### src/hdl/sab_pkg.sv
// Shared types and constants for the suffix automaton builder.
// No dependencies; sab_ctrl, sab_dp and the top level import this package.
package sab_pkg;

  // Default sizes of the automaton.
  localparam int MaxStatesDef = 8192;
  localparam int AlphabetDef  = 26;

  // Fixed widths of the beat fields.
  localparam int SymW = 5;
  localparam int OutW = 13;

  // Input beat.
  typedef struct packed {
    logic [SymW-1:0] symbol;
    logic            restart;
  } in_t;

  // Result beat.
  typedef struct packed {
    logic [OutW-1:0] new_state;
    logic [OutW-1:0] link_state;
    logic [OutW-1:0] state_length;
    logic            cloned;
    logic [OutW-1:0] clone_index;
    logic [OutW-1:0] distinct_added;
    logic            overflow;
  } out_t;

  // Controller states.
  typedef enum logic [3:0] {
    S_IDLE, S_RST, S_ZROOT, S_CHECK, S_ZNEW, S_W1, S_W2, S_Q, S_CP, S_FIX,
    S_V1, S_V2, S_FIN
  } state_t;

  // Datapath operations, one per cycle.
  typedef enum logic [3:0] {
    OP_NONE, OP_LOAD, OP_RST, OP_ZROOT, OP_BAD, OP_OVF, OP_START, OP_ZNEW,
    OP_W1, OP_W2, OP_Q, OP_CP, OP_FIX, OP_V1, OP_V2, OP_FIN
  } op_t;

  // Command from controller to datapath.
  typedef struct packed {
    op_t op;
  } cmd_t;

  // Status from datapath to controller.
  typedef struct packed {
    logic sym_bad;
    logic ovf;
    logic p_zero;
    logic go_zero;
    logic go_eq_q;
    logic len_match;
    logic k_zlast;
    logic k_end;
  } stat_t;

endpackage

### src/hdl/sab_ctrl.sv
// Controller state machine of the suffix automaton builder.
// Depends on sab_pkg; drives sab_dp through cmd_t and reads stat_t.
module sab_ctrl
  import sab_pkg::*;
(
  input  logic  clk,
  input  logic  rst_n,
  input  logic  start,
  input  logic  restart,
  input  stat_t stat,
  output cmd_t  cmd,
  output logic  busy
);

  state_t state_r, state_nxt;
  logic   pend_r, pend_nxt;

  // State register; reset begins with the root row clearing pass.
  always_ff @(posedge clk) begin
    if (!rst_n) begin
      state_r <= S_RST;
      pend_r  <= 1'b0;
    end else begin
      state_r <= state_nxt;
      pend_r  <= pend_nxt;
    end
  end

  // Next state and datapath command.
  always_comb begin
    state_nxt = state_r;
    pend_nxt  = pend_r;
    cmd.op    = OP_NONE;
    busy      = 1'b1;
    case (state_r)
      S_IDLE: begin
        busy = 1'b0;
        if (start) begin
          cmd.op    = OP_LOAD;
          pend_nxt  = 1'b1;
          state_nxt = restart ? S_RST : S_CHECK;
        end
      end
      S_RST: begin
        cmd.op    = OP_RST;
        state_nxt = S_ZROOT;
      end
      S_ZROOT: begin
        cmd.op = OP_ZROOT;
        if (stat.k_zlast) begin
          state_nxt = pend_r ? S_CHECK : S_IDLE;
        end
      end
      S_CHECK: begin
        if (stat.sym_bad) begin
          cmd.op    = OP_BAD;
          state_nxt = S_IDLE;
        end else if (stat.ovf) begin
          cmd.op    = OP_OVF;
          state_nxt = S_IDLE;
        end else begin
          cmd.op    = OP_START;
          state_nxt = S_ZNEW;
        end
      end
      S_ZNEW: begin
        cmd.op = OP_ZNEW;
        if (stat.k_zlast) begin
          state_nxt = S_W1;
        end
      end
      S_W1: begin
        cmd.op    = OP_W1;
        state_nxt = stat.p_zero ? S_FIN : S_W2;
      end
      S_W2: begin
        cmd.op    = OP_W2;
        state_nxt = stat.go_zero ? S_W1 : S_Q;
      end
      S_Q: begin
        cmd.op    = OP_Q;
        state_nxt = stat.len_match ? S_FIN : S_CP;
      end
      S_CP: begin
        cmd.op = OP_CP;
        if (stat.k_end) begin
          state_nxt = S_FIX;
        end
      end
      S_FIX: begin
        cmd.op    = OP_FIX;
        state_nxt = S_V1;
      end
      S_V1: begin
        cmd.op    = OP_V1;
        state_nxt = stat.p_zero ? S_FIN : S_V2;
      end
      S_V2: begin
        cmd.op    = OP_V2;
        state_nxt = stat.go_eq_q ? S_V1 : S_FIN;
      end
      S_FIN: begin
        cmd.op    = OP_FIN;
        state_nxt = S_IDLE;
      end
      default: begin
        state_nxt = S_IDLE;
      end
    endcase
  end

endmodule

### config.mk
export PLATFORM = sky130hd
export DESIGN_NAME = sab_ctrl
export DESIGN_NICKNAME = d
export VERILOG_FILES = /design/src/hdl/sab_pkg.sv /design/src/hdl/sab_ctrl.sv
export SDC_FILE = /design/constraint.sdc
export NUM_CORES = 1
export LEC_CHECK = 0
export BUFFER_PORTS_ARGS = -buffer_cell sky130_fd_sc_hd__buf_2
export CAP_MARGIN = 20
export CELL_PAD_IN_SITES_DETAIL_PLACEMENT = 0
export CELL_PAD_IN_SITES_GLOBAL_PLACEMENT = 1
export CORE_UTILIZATION = 29
export CTS_CLUSTER_DIAMETER = 60
export DETAILED_ROUTE_END_ITERATION = 16
export GPL_TIMING_DRIVEN = 0
export MAX_ROUTING_LAYER = met4
export PLACE_DENSITY = 0.68
export SKIP_LAST_GASP = 1
export SYNTH_ARGS = -nofsm -noshare
export SYNTH_HDL_FRONTEND = slang
export SYNTH_SLANG_ARGS = --single-unit
### constraint.sdc
create_clock -name clk -period 1.3 [get_ports clk]
set_input_delay 0.26 -clock clk [delete_from_list [all_inputs] [get_ports clk]]
set_output_delay 0.26 -clock clk [all_outputs]
set_load 0.01 [all_outputs]
==> impl_metrics.yaml <==
run_status:
  run_status: "finished, violations left"
  failed_checks: "negative setup slack"
drt:
  drcViolationCount: 0
  routed_via_density: 5.25
  drt_first_pass_iters: 3
  routed_wl_um: 1420
  drt-wirelength-per-cell_um: 12.8
  drt.antenna.violating_nets: 0
  num_vias: 583
  initialDrtViolationCount: 5
global_routing:
  first_global_vias: 585
  overflow: 0
  grt_use_total: 0.186
  grt_start_max_net_pins: 11
  first_pass_grt_wire_length_um: 2530
  grt_antenna_before_repair: 0
floorplan:
  ioPinCount: 17
  die_h_um: 42.9
  die-width_um: 42.9
  placementRows: 14
  fp.coreArea_mm2: 0.00154
  floorplan_die_area_mm2: 0.00184
  initial_utilization: 0.315
cts:
  clock_pin_slew_worst_setup_and_hold_paths_ps: 40
  h-tree-depth: 1
  cts-buffers-inserted: 3
  clock_insertion_delay_worst_skew_ps: 240
  clock-sinks: 5
  tritoncts_clock_tree: "yes"
  clock_path_buffers: 2
  clock-root-buffer: "sky130_fd_sc_hd__clkbuf_4"
final_layout:
  area.growth.synth_to_final_pct: 54.1
  num_antenna_cells: 0
  postLayoutCoreUtil: 0.485
  finish.net_count: 108
  share_of_layout_cells_above_drive_strength_1: 0.505
  nFillCells: 156
logic_synthesis:
  synth-warning-count: 0
  postSynthNetCount: 79
  yosysUniqueCellTypes: 35
  synth_largest_type_area_fraction: 0.206
  synth_cells: 67
  yosysMostFrequentCell: "sky130_fd_sc_hd__nand2_1"
  synth.ff_latch_count: 5
  synth-seq-area-share: 0.206
  synth_edf_count: 0
  synth_area_leader: "sky130_fd_sc_hd__dfxtp_1"
  postSynth.asyncResetShare: 0
  synthesis.area_per_instance_um2: 7.25
  post_synth_instance_area_um2: 485
  dominantRegCellSynth: "sky130_fd_sc_hd__dfxtp_1"
  netlist_top_cells_area: "sky130_fd_sc_hd__dfxtp_1 (21%), sky130_fd_sc_hd__nand2_1 (6.2%), sky130_fd_sc_hd__a21oi_1 (5.2%)"
  synth.top_cells.by_count: "sky130_fd_sc_hd__nand2_1 (8), sky130_fd_sc_hd__nor2_1 (6), sky130_fd_sc_hd__a21oi_1 (5), sky130_fd_sc_hd__dfxtp_1 (5), sky130_fd_sc_hd__a31oi_1 (4)"
timing:
  rsz0062_at_grt: "true"
  final.setup.worst_slack_ps: -318
  final_min_period_over_clock_period: 1.24
  max_freq_mhz: 618
  final.hold.worst_slack_ps: 249
  tightestPinTransition_ps: 366
  final_clock_skew_ps: 1.72
  final-setup-viol-count: 7
  timing.final.hold_violations: 0
  slew_violations: 0
  max_slew_margin: 0.750
  finalCriticalPeriod_ps: 1620
power:
  power.density_mw_per_mm2: 1050
  power.total_uw: 782
  static-leakage-power_nw: 0.304
  peakVddDrop_mv: 0.504
setup_path:
  timing.critical_path.fanout_max: 5
  timing_worst_setup_path_type: "register to output pin"
  critical_path.endpoint_type: "output pin"
  timing.critical_path.from_type: "register"
  crit_arrival_ps: 1360
  critical_path_required_ps: 1040
hold_path:
  min-delay-path-class: "input pin to register"
job:
  max_cap_viol_count: 0
placed_design:
  port-buffer-count: 16
  dp_hpwl_um: 1000
  routabilityCongestion: 0.760
==> layer usage <==
| layer | global-route usage | up-vias | routed length [um] |
|---|---|---|---|
| met5 | - | - | 0 |
| met4 | 0.0813 | 0 | 0 |
| met3 | 0.0383 | 0 | 37 |
| met2 | 0.288 | 9 | 686 |
| met1 | 0.231 | 267 | 698 |
| li1 | - | 307 | - |
==> cells in the final DEF (no fill, tap or decap), types with 2 or more instances in the layout <==
master / count
sky130_fd_sc_hd__nor2_2: 2
sky130_fd_sc_hd__dfxtp_4: 2
sky130_fd_sc_hd__a21oi_1: 4
sky130_fd_sc_hd__nand2_1: 8
sky130_fd_sc_hd__buf_4: 8
sky130_fd_sc_hd__a31oi_1: 3
sky130_fd_sc_hd__inv_1: 3
sky130_fd_sc_hd__o2111ai_1: 2
sky130_fd_sc_hd__nor3_1: 2
sky130_fd_sc_hd__buf_6: 4
sky130_fd_sc_hd__or3b_1: 2
sky130_fd_sc_hd__dfxtp_1: 2
sky130_fd_sc_hd__nor2_1: 4
sky130_fd_sc_hd__buf_2: 16
sky130_fd_sc_hd__clkbuf_4: 3
sky130_fd_sc_hd__o21ai_1: 2
sky130_fd_sc_hd__o21ai_0: 2
==> power by group <==
group / internal (mW) / switching, mW / total, mW
sequential: 0.173 / 0.0221 / 0.195
combinational: 0.207 / 0.204 / 0.411
clock: 0.116 / 0.0601 / 0.176
==> critical path, cell delays in order, from the launching register on <==
cell and delay, ps:
sky130_fd_sc_hd__dfxtp_2 310, sky130_fd_sc_hd__buf_6 120, sky130_fd_sc_hd__or2_4 250, sky130_fd_sc_hd__a21oi_2 110, sky130_fd_sc_hd__a31oi_1 50, sky130_fd_sc_hd__a31oi_1 130
sky130_fd_sc_hd__buf_2 140
==> area by class of cell <==
class	instances	area [um2]	area share
plain buffers	5	60.1	0.0803
clock buffers	4	26.3	0.0351
inverters	5	18.8	0.0251
multi-input cells	52	374	0.500
flip-flops and latches	5	109	0.145
well taps	16	20.0	0.0268
repair buffers	24	140	0.187
==> stage by stage <==
step / setup slack [ps] / instances / TNS, ps / area (um2)
final: -318 / 111 / -1380 / 748
after global routing: -407 / 111 / -1910 / 748
after CTS: -338 / 110 / -1270 / 723
after detailed placement: -199 / 99 / -573 / 616
after global placement: -215 / 99 / -603 / 616
after floorplan: -23.7 / 67 / -23.7 / 515
==> worst paths after layout <==
path / startpoint / slack [ps] / to / depth (start not counted)
hold reg to reg: pend_r / 540 / pend_r / 2
setup reg to reg: state_r[1] / -110 / state_r[1] / 7
hold / removal: rst_n / 250 / state_r[0] / 2
setup / recovery: state_r[1] / -320 / cmd[1] / 6
==> sequential cells by signal, indices dropped and copies added, names as in the netlist <==
name,flops
pend_r,1
state_r,4
==> kinds of logic (layout without fill, tap and decap cells) <==
logic type             count (synthesis)  in the layout  share of synthesized area
buffers and inverters                 10             38                      0.121
flip-flops                             5              5                      0.206
XOR/XNOR                               1              1                     0.0180
AND/OR/NAND/NOR                       26             26                      0.278
AO/OA/AOI/OAI                         24             24                      0.356
multiplexers                           1              1                     0.0206
==> timing repair <==
| item | 4_1_cts | 5_1_grt |
|---|---|---|
| gates resized for setup | 9 | 5 |
| pin swaps | 7 | 1 |
| endpoints found under the setup margin | 7 | 8 |
| hold buffers | 0 | 0 |
| setup buffers | 7 | 1 |
No activity file was read; power rests on OpenSTA's default activity.
